$ cat src/hw/rtl/tpc_pkg.sv
package tpc_pkg;

   // default sizes
   localparam int NODE_POOL_DEF  = 4096;
   localparam int ALPHABET_DEF   = 26;
   localparam int COUNT_BITS_DEF = 16;

   // fixed field widths
   localparam int LETTER_W    = 5;
   localparam int OUT_COUNT_W = 16;

   // depth of the command and result queues
   localparam int QUEUE_DEPTH = 2;

   // input mode codes
   localparam logic MODE_INSERT = 1'b0;
   localparam logic MODE_QUERY  = 1'b1;

   // result status codes
   localparam logic STATUS_OK        = 1'b0;
   localparam logic STATUS_POOL_FULL = 1'b1;

   // classified letter, as queued between front and back
   typedef struct packed {
      logic                query;
      logic [LETTER_W-1:0] letter;
      logic                bad;
      logic                last;
   } cmd_type;

   // one result item
   typedef struct packed {
      logic [OUT_COUNT_W-1:0] prefix_count;
      logic                   status;
   } rsp_type;

   // back-end control seen by the front end and the top level
   typedef struct packed {
      logic cmd_pop;
      logic clearing;
   } back_ctl_type;

   // back-end sequencer
   typedef enum logic [2:0] {
      ST_CLEAR,
      ST_IDLE,
      ST_STEP,
      ST_LREAD,
      ST_LAST
   } state_type;

endpackage

$ cat src/hw/rtl/tpc_fifo.sv
module tpc_fifo #(
   parameter int WIDTH = 1
) (
   input  logic             clock,
   input  logic             reset,
   input  logic             push,
   input  logic [WIDTH-1:0] din,
   output logic             full,
   input  logic             pop,
   output logic             empty,
   output logic [WIDTH-1:0] dout
);
   import tpc_pkg::*;

   localparam int PTR_W = (QUEUE_DEPTH > 1) ? $clog2(QUEUE_DEPTH) : 1;
   localparam int CNT_W = $clog2(QUEUE_DEPTH + 1);

   logic [WIDTH-1:0] entry_ff [QUEUE_DEPTH];
   logic [PTR_W-1:0] wr_ptr_ff, wr_ptr_in;
   logic [PTR_W-1:0] rd_ptr_ff, rd_ptr_in;
   logic [CNT_W-1:0] cnt_ff, cnt_in;
   logic             do_push;
   logic             do_pop;

   assign full    = (cnt_ff == CNT_W'(QUEUE_DEPTH));
   assign empty   = (cnt_ff == '0);
   assign dout    = entry_ff[rd_ptr_ff];
   assign do_push = push && !full;
   assign do_pop  = pop && !empty;

   // pointer and fill bookkeeping
   always_comb begin
      wr_ptr_in = wr_ptr_ff;
      rd_ptr_in = rd_ptr_ff;
      if (do_push) begin
         wr_ptr_in = (wr_ptr_ff == PTR_W'(QUEUE_DEPTH - 1)) ? '0 : wr_ptr_ff + 1'b1;
      end
      if (do_pop) begin
         rd_ptr_in = (rd_ptr_ff == PTR_W'(QUEUE_DEPTH - 1)) ? '0 : rd_ptr_ff + 1'b1;
      end
      cnt_in = cnt_ff + CNT_W'(do_push) - CNT_W'(do_pop);
   end

   always_ff @(posedge clock) begin
      if (reset) begin
         wr_ptr_ff <= '0;
         rd_ptr_ff <= '0;
         cnt_ff    <= '0;
      end else begin
         wr_ptr_ff <= wr_ptr_in;
         rd_ptr_ff <= rd_ptr_in;
         cnt_ff    <= cnt_in;
      end
   end

   // storage, no reset needed
   always_ff @(posedge clock) begin
      if (do_push) begin
         entry_ff[wr_ptr_ff] <= din;
      end
   end

endmodule

$ cat config.mk
export PLATFORM = sky130hd
export DESIGN_NAME = tpc_fifo
export DESIGN_NICKNAME = d
export VERILOG_FILES = /design/src/hw/rtl/tpc_pkg.sv /design/src/hw/rtl/tpc_fifo.sv
export SDC_FILE = /design/constraint.sdc
export NUM_CORES = 1
export LEC_CHECK = 0
export ABC_AREA = 1
export BUFFER_PORTS_ARGS = -buffer_cell sky130_fd_sc_hd__clkbuf_2
export CAP_MARGIN = 5
export CORE_AREA = 2 2 39 41
export DETAILED_ROUTE_END_ITERATION = 10
export DIE_AREA = 0 0 41 43
export GPL_TIMING_DRIVEN = 0
export SETUP_SLACK_MARGIN = 0.2
export SLEW_MARGIN = 20
export SYNTH_ARGS = -nofsm -noshare
export SYNTH_HDL_FRONTEND = slang
export SYNTH_SLANG_ARGS = --single-unit
$ cat constraint.sdc
create_clock -name clock -period 1.9 [get_ports clock]
set_clock_uncertainty 0.05 [all_clocks]
set_input_delay 0.285 -clock clock [delete_from_list [all_inputs] [get_ports clock]]
set_output_delay 0.285 -clock clock [all_outputs]
set_load 0.02 [all_outputs]
==> results.yml <==
drt:
  routedWlPerCell_um: 7.57
  drtIter0Drc: 2
  via_per_inst: 4.06
  wl_um: 522
  drc: 0
  dr.pass1.iters: 2
  num_vias: 280
  antenna_left: 0
setup_path:
  critPathTopFamily: "adder cells"
  worst_path_largest_cell_delay_ns: 0.34
  cp-end-kind: "register"
  cp_data_required_time_ns: 1.99
  crit_path_cell_trace: "inv_1 > nand2_2 > nand2_1 > ha_1 > inv_1 > ha_1 > inv_1 > nand2_1 > a21oi_1 > nor2_1"
  arrival_ns: 1.62
  path_buf_inv: 3
  crit_type: "register to register"
  cp_common_cell: "inv_1"
  path_max_fanout: 4
  cpMaxStageDelayCell: "dfxtp_2"
  start_kind: "register"
pwr:
  swShare_pct: 40.1
  p_per_area_nw_per_um2: 1530
  pwr-share-comb_pct: 43.2
  p_sw_w: 0.000262
  p_int_w: 0.000391
  p_leak_nw: 0.223
  p_seq_share_pct: 36.2
  peakVddDrop_uv: 572
  clkPwrFrac_pct: 20.5
cts:
  cts_tree: "yes"
  cts_made_buffers: 3
  max-clock-path-buffers: 2
  cts_num_sinks: 7
  clkSlewWorstSetupHoldPaths_ns: 0.05
  htree_num_levels: 1
  root_buffer: "clkbuf_4"
  clkLatencyLatePin_ns: 0.25
floorplanning:
  dieArea_um2: 1760
  ios: 8
  rows: 14
  die_w_um: 41
  start_util_pct: 24.8
  die_h_um: 43
  core-area_um2: 1380
timing:
  max_freq_mhz: 653
  slew_violations: 0
  worst_pin_slew_ns: 0.157
  min_period_ns: 1.53
  rsz0062_at_grt: "no"
  fin_setup_tns_ns: 0
  hold_viol: 0
  finalSetupViolCount: 0
  finalCritPeriodShare_pct: 80.6
  max-slew-margin-rel_pct: 89.5
synthesis:
  synth_top_area_share_pct: 29.2
  yosys_register_bits: 7
  synth_cell_type_count: 13
  seq_area_frac_synth_pct: 46.7
  synth_cells: 42
  synth_top_cell_by_area: "dfxtp_1"
  syn_nets: 49
  synthTopCellsByArea: "dfxtp_1 (29%), edfxtp_1 (18%), inv_1 (11%)"
  synth.avg_cell_area_um2: 8.16
  syn_area_um2: 343
  ys_warn_count: 0
final_layout:
  area_growth_pct: 24.1
  diodes: 0
  drive_above_1_share_pct: 32.1
  num-nets-final: 61
  final_cells: 69
  post-route-util_pct: 30.7
placement:
  dp_hpwl_um: 434
  dp_cells: 65
  portBuffers: 7
  place_congestion: 0.743
grt:
  grt-ovfl-total: 0
  grt_max_degree: 5
  antenna_found_initial: 0
  grt_pass1_wl_um: 931
  grt_pass1_vias: 273
  track_usage_pct: 8.57
flow_run:
  maxCapViolations: 0
min_path:
  hp-class: "primary input to register"
outcome:
  outcome: "complete, no violations"
## stage by stage
step | setup WS, ns | instance area (µm²) | total power (W) | hold WS, ns
4_1_cts | 0.314 | 424 | 0.000666 | 0.140
3_5_place_dp | 0.331 | 398 | 0.000519 | 0.410
5_1_grt | 0.236 | 425 | 0.000731 | 0.148
6_report | 0.368 | 425 | 0.000653 | 0.144
3_3_place_gp | 0.341 | 398 | 0.000516 | 0.408
2_1_floorplan | 0.329 | 343 | 0.000454 | 0.306
## power groups by stage
stage / sequential, W / combinational [W] / clock (W)
6_report: 0.000236 / 0.000282 / 0.000134
2_1_floorplan: 0.000230 / 0.000224 / 0
5_1_grt: 0.000242 / 0.000336 / 0.000153
4_1_cts: 0.000234 / 0.000289 / 0.000143
3_5_place_dp: 0.000236 / 0.000283 / 0
3_3_place_gp: 0.000236 / 0.000280 / 0
## metal layers
layer	part of all wire [%]	routed length (µm)	GRT usage (%)	up-vias
met5	0	0	0	-
met4	0	0	4.00	0
met3	11	55	7.85	0
met2	50	259	12.5	7
met1	40	208	7.82	124
li1	-	-	-	149
## area by class of cell
cell class,count,area (µm²)
Tap cell,16,20.0
Sequential cell,7,161
Inverter,10,37.5
Multi-Input combinational cell,25,145
Clock buffer,4,26.3
Fill cell,161,958
Timing Repair Buffer,7,35.0
## path summary, 6_finish.rpt
| kind | startpoint | to | slack, ns | cells past startpoint |
|---|---|---|---|---|
| min | reset | cnt_ff[0] | 0.14 | 2 |
| max | cnt_ff[0] | cnt_ff[1] | 0.37 | 10 |
| max reg2reg | cnt_ff[0] | cnt_ff[1] | 0.37 | 10 |
| min reg2reg | rd_ptr_ff | rd_ptr_ff | 0.46 | 2 |
## Yosys cell counts (all sizes together)
master	n
a21oi	2
dfxtp	5
edfxtp	2
ha	2
inv	10
mux2	1
nand2	8
nand3	3
nor2	9
## layout by cell type (no fill, tap or decap)
cell type and n:
inv_1 10, nand2_1 7, clkbuf_2 7, nor2_1 6, dfxtp_1 4, clkbuf_4 3, nor2_2 2, a21oi_1 2
nand3_1 2, ha_1 2, edfxtp_1 2, nor2_4 1, nand2_2 1, mux2_2 1, nand3_2 1, clkbuf_1 1
dfxtp_2 1
## logic make-up after synthesis
kind of cell             count (synthesis)  share of synthesized area, %
AO/OA/AOI/OAI                            2                          2.92
adder cells (fa/ha/maj)                  2                          7.30
flip-flops                               7                          46.7
multiplexers                             1                          3.28
AND/OR/NAND/NOR                         20                          28.8
buffers and inverters                   10                          11.0
## timing repair
item / 4_1_cts / 5_1_grt
endpoints found under the setup margin: 0 / 1
setup buffers: 0 / 0
gates resized for setup: 0 / 1
hold buffers: 0 / 0
No activity file was read; power rests on OpenSTA's default activity.
