===== config.mk =====
export PLATFORM = sky130hd
export DESIGN_NAME = tpc_front
export DESIGN_NICKNAME = d
export VERILOG_FILES = /design/src/hw/rtl/tpc_pkg.sv /design/src/hw/rtl/tpc_fifo.sv /design/src/hw/rtl/tpc_front.sv
export SDC_FILE = /design/constraint.sdc
export NUM_CORES = 1
export LEC_CHECK = 0
export ABC_CLOCK_PERIOD_IN_PS = 2400
export BUFFER_PORTS_ARGS = -buffer_cell sky130_fd_sc_hd__buf_2
export CELL_PAD_IN_SITES_DETAIL_PLACEMENT = 1
export CELL_PAD_IN_SITES_GLOBAL_PLACEMENT = 1
export CORE_UTILIZATION = 43
export CTS_CLUSTER_DIAMETER = 120
export DETAILED_ROUTE_END_ITERATION = 7
export HOLD_SLACK_MARGIN = 0.15
export PLACE_DENSITY_LB_ADDON = 0.1
export SKIP_LAST_GASP = 1
export SLEW_MARGIN = 20
export SYNTH_ARGS = -nofsm -noshare
export SYNTH_HDL_FRONTEND = slang
export SYNTH_SLANG_ARGS = --single-unit

===== constraint.sdc =====
create_clock -name clock -period 2.4 [get_ports clock]
set_input_delay 0.48 -clock clock [delete_from_list [all_inputs] [get_ports clock]]
set_output_delay 0.48 -clock clock [all_outputs]
set_load 0.05 [all_outputs]

===== src/hw/rtl/tpc_pkg.sv =====
package tpc_pkg;

   // default sizes
   localparam int NODE_POOL_DEF  = 4096;
   localparam int ALPHABET_DEF   = 26;
   localparam int COUNT_BITS_DEF = 16;

   // fixed field widths
   localparam int LETTER_W    = 5;
   localparam int OUT_COUNT_W = 16;

   // depth of the command and result queues
   localparam int QUEUE_DEPTH = 2;

   // input mode codes
   localparam logic MODE_INSERT = 1'b0;
   localparam logic MODE_QUERY  = 1'b1;

   // result status codes
   localparam logic STATUS_OK        = 1'b0;
   localparam logic STATUS_POOL_FULL = 1'b1;

   // classified letter, as queued between front and back
   typedef struct packed {
      logic                query;
      logic [LETTER_W-1:0] letter;
      logic                bad;
      logic                last;
   } cmd_type;

   // one result item
   typedef struct packed {
      logic [OUT_COUNT_W-1:0] prefix_count;
      logic                   status;
   } rsp_type;

   // back-end control seen by the front end and the top level
   typedef struct packed {
      logic cmd_pop;
      logic clearing;
   } back_ctl_type;

   // back-end sequencer
   typedef enum logic [2:0] {
      ST_CLEAR,
      ST_IDLE,
      ST_STEP,
      ST_LREAD,
      ST_LAST
   } state_type;

endpackage


===== src/hw/rtl/tpc_fifo.sv =====
module tpc_fifo #(
   parameter int WIDTH = 1
) (
   input  logic             clock,
   input  logic             reset,
   input  logic             push,
   input  logic [WIDTH-1:0] din,
   output logic             full,
   input  logic             pop,
   output logic             empty,
   output logic [WIDTH-1:0] dout
);
   import tpc_pkg::*;

   localparam int PTR_W = (QUEUE_DEPTH > 1) ? $clog2(QUEUE_DEPTH) : 1;
   localparam int CNT_W = $clog2(QUEUE_DEPTH + 1);

   logic [WIDTH-1:0] entry_ff [QUEUE_DEPTH];
   logic [PTR_W-1:0] wr_ptr_ff, wr_ptr_in;
   logic [PTR_W-1:0] rd_ptr_ff, rd_ptr_in;
   logic [CNT_W-1:0] cnt_ff, cnt_in;
   logic             do_push;
   logic             do_pop;

   assign full    = (cnt_ff == CNT_W'(QUEUE_DEPTH));
   assign empty   = (cnt_ff == '0);
   assign dout    = entry_ff[rd_ptr_ff];
   assign do_push = push && !full;
   assign do_pop  = pop && !empty;

   // pointer and fill bookkeeping
   always_comb begin
      wr_ptr_in = wr_ptr_ff;
      rd_ptr_in = rd_ptr_ff;
      if (do_push) begin
         wr_ptr_in = (wr_ptr_ff == PTR_W'(QUEUE_DEPTH - 1)) ? '0 : wr_ptr_ff + 1'b1;
      end
      if (do_pop) begin
         rd_ptr_in = (rd_ptr_ff == PTR_W'(QUEUE_DEPTH - 1)) ? '0 : rd_ptr_ff + 1'b1;
      end
      cnt_in = cnt_ff + CNT_W'(do_push) - CNT_W'(do_pop);
   end

   always_ff @(posedge clock) begin
      if (reset) begin
         wr_ptr_ff <= '0;
         rd_ptr_ff <= '0;
         cnt_ff    <= '0;
      end else begin
         wr_ptr_ff <= wr_ptr_in;
         rd_ptr_ff <= rd_ptr_in;
         cnt_ff    <= cnt_in;
      end
   end

   // storage, no reset needed
   always_ff @(posedge clock) begin
      if (do_push) begin
         entry_ff[wr_ptr_ff] <= din;
      end
   end

endmodule


===== src/hw/rtl/tpc_front.sv =====
module tpc_front #(
   parameter int ALPHABET = tpc_pkg::ALPHABET_DEF
) (
   input  logic                          clock,
   input  logic                          reset,
   input  logic                          req_push,
   output logic                          req_full,
   input  logic                          req_mode,
   input  logic [tpc_pkg::LETTER_W-1:0]  req_letter,
   input  logic                          req_last,
   input  tpc_pkg::back_ctl_type         ctl,
   output logic                          cmd_valid,
   output tpc_pkg::cmd_type              cmd
);
   import tpc_pkg::*;

   cmd_type cmd_new;
   cmd_type cmd_head;
   logic    q_full;
   logic    q_empty;

   // classify: decode the mode and flag letters outside the alphabet
   always_comb begin
      cmd_new.query  = (req_mode == MODE_QUERY);
      cmd_new.letter = req_letter;
      cmd_new.bad    = (32'(req_letter) >= 32'(ALPHABET));
      cmd_new.last   = req_last;
   end

   // no items taken while the stores are being cleared
   assign req_full  = q_full || ctl.clearing;
   assign cmd_valid = !q_empty;
   assign cmd       = cmd_head;

   tpc_fifo #(
      .WIDTH ($bits(cmd_type))
   ) u_cmd_q (
      .clock (clock),
      .reset (reset),
      .push  (req_push && !ctl.clearing),
      .din   (cmd_new),
      .full  (q_full),
      .pop   (ctl.cmd_pop),
      .empty (q_empty),
      .dout  (cmd_head)
   );

endmodule


==> metrics <==
post_cts resized=0; maximum vdd drop=0.705 mV; # hold bufs at CTS=0; Longest Clk Path Bufs=2; GPL Wtd Cong=0.664; Post-CTS Setup Bufs=0; initial core utilization=46.9%; Detailed Place HPWL=1.02 mm; CTS Sinks=21; most frequent cell after synthesis=edfxtp_1; clock insertion delay at the later pin of the skew report=0.29 ns; core area=1780 sq um; H-tree depth=1; Synthesis Warnings=0; LEAKAGE=0.412 nW; area of the multi-input gates=244 sq um; final worst setup slack=0.470 ns; main flop type after synthesis=edfxtp_1; fin crit share=80.4%; Antenna diodes=0; register area share after synthesis=69.4%; Async SR Flop Fraction=0%; DR vias/cell=4.75; status=complete, no violations; hold path depth=1; CP required=1.92 ns; FF-to-FF setup slack=0.84 ns; max-cap viol count=0; synthesis-stage register bit count=21; Synth Area in Simple Gates=9.42%; mux share of post-synthesis cell area=10.8%; Flop pwr share=44.0%; Worst-path clk slew=0.11 ns; Max FO, Critical Path=8; Comb pwr share=41.7%; Area after DPL=976 sq um; design area=1000 sq um; synth unique cells=18; top cell type's share of synthesized area=57.4%; crit path DAT=1.45 ns; Tmin final=1.93 ns; grt total ovfl=0; setup slack at placement=0.711 ns; P_int=675 uW; post-synthesis compound-gate area fraction=2.84%; kind of critical path=register to output port; DRC errors left=0; final setup vio count=0; HP Class=input port to register; Finished Layout Cells=104; placed cells=100; Cell Rows=15; WL final=1.35 mm; synthesized netlist cell count=54; Die Y-Extent=46.1 um; Synth Area in Adders=2.99%; post-route ant nets=0; Fmax=518 MHz; vias post-DR=494; Post-synth EDFFs=16; Max Slew Vio Count=0; PD cells=1110 nW/um^2; post-synth top area cell=edfxtp_1; CTS tree=yes; share of layout cells above drive strength 1=45.6%; CP Capture Type=output port; DRT iter0 DRCs=10; Mapped Area=837 sq um; Clk Tree Root Cell=clkbuf_4; first-pass GRT wire length=2.28 mm; syn_area_per_cell=15.5 sq um; P_sw=441 uW; switching share of power=39.5%; largest net degree at the start of global routing=12; r2r endpoint=u_cmd_q.cnt_ff[1]; Hold Path Origin=req_last; Synth area leaders=edfxtp_1, dfxtp_1, mux2_2, ha_1, nand2b_1; vias in the first global route=508; Mapped Nets=68; synthesis-to-finish area growth=19.7%; first drt pass iteration count=2; Hold EP=u_cmd_q.entry_ff[1][0]; boundary pin count=22; worst slew pin tran=0.386 ns; PortBufs=21; gr usage total=16.3%; RSZ-0062 raised after global routing=no; die width=46.1 um; Slew headroom=74.3%; Fill cells=191; worst r2r src=u_cmd_q.cnt_ff[1]; Final Net Count=94; TritonCTS buffer count=3; type of origin of the critical path=register; final hold vios=0; per-cell routed wire length=13.0 um; Worst Skew=0.00592 ns; clock network power share=14.3%; initial antenna violation count=0; Post-synth top cells=edfxtp_1, mux2_2, dfxtp_1; main combinational cell family by area after synthesis=multiplexers; Seq. cell area=581 sq um; worst hold slack=0.374 ns; FF-to-FF path depth=7; Setup TNS=0 ns; die area=2130 sq um; XOR/XNOR Fraction of Synth Area=3.14%
==> worst max path at each step <==
stage                                  end  startpoint
finish                              cmd[7]    register
global route                        cmd[7]    register
CTS                                 cmd[7]    register
detailed placement       u_cmd_q.cnt_ff[1]      ctl[1]
global placement         u_cmd_q.cnt_ff[1]      ctl[1]
floorplan           u_cmd_q.entry_ff[0][0]    req_push
==> worst max-delay path: stages, from the launching register on <==
cell     delay (ns)
dfxtp_1        0.56
mux2_2         0.39
buf_2          0.21
==> area by class of cell <==
type                    count  share of cell area [%]
clock buffers               4                    2.62
repair buffers             22                    11.2
well taps                  25                    3.12
multi-input cells          30                    24.3
flip-flops and latches     21                    57.9
inverters                   2                   0.749
==> power by group through the flow <==
stage | Clock (mW) | Sequential (mW) | Combinational, mW
after detailed placement | 0 | 0.502 | 0.468
after floorplan | 0 | 0.474 | 0.397
after global placement | 0 | 0.500 | 0.462
after CTS | 0.167 | 0.495 | 0.471
after global routing | 0.180 | 0.502 | 0.503
final | 0.160 | 0.491 | 0.465
==> flip-flops by register name, summed over array words and instances (netlist names), named ones only <==
register           count
u_cmd_q.wr_ptr_ff      1
u_cmd_q.cnt_ff         2
u_cmd_q.entry_ff      16
u_cmd_q.rd_ptr_ff      1
==> through the flow <==
stage	power [mW]	utilization, %
floorplan	0.870	-
global placement	0.962	54.7
detailed placement	0.970	54.7
CTS	1.13	56.2
global route	1.18	56.2
finish	1.12	56.2
==> cells in the final DEF (no fill, tap or decap), types with 2 or more instances in the layout <==
cell / netlist / final
nor2b_1: 3 / 3
clkbuf_4: 0 / 3
edfxtp_1: 16 / 16
xnor2_1: 2 / 2
nor2_1: 4 / 4
ha_1: 2 / 2
nand2b_1: 3 / 3
dfxtp_1: 5 / 5
buf_2: 1 / 21
inv_1: 2 / 2
mux2_2: 8 / 8
==> cells by family after synthesis <==
logic type,Yosys count
buf+inv,3
mux,8
simple gates,14
compound gates,3
flops,21
xor+xnor,3
fa+ha+maj,2
==> metal layers <==
layer	track usage, %	wire length [um]	vias to the layer above
met1	19.7	578	238
met3	3.53	41	2
met5	0	0	-
met4	8.82	8	0
li1	-	-	241
met2	26.8	722	13
Power figures use the tool's default switching activity.
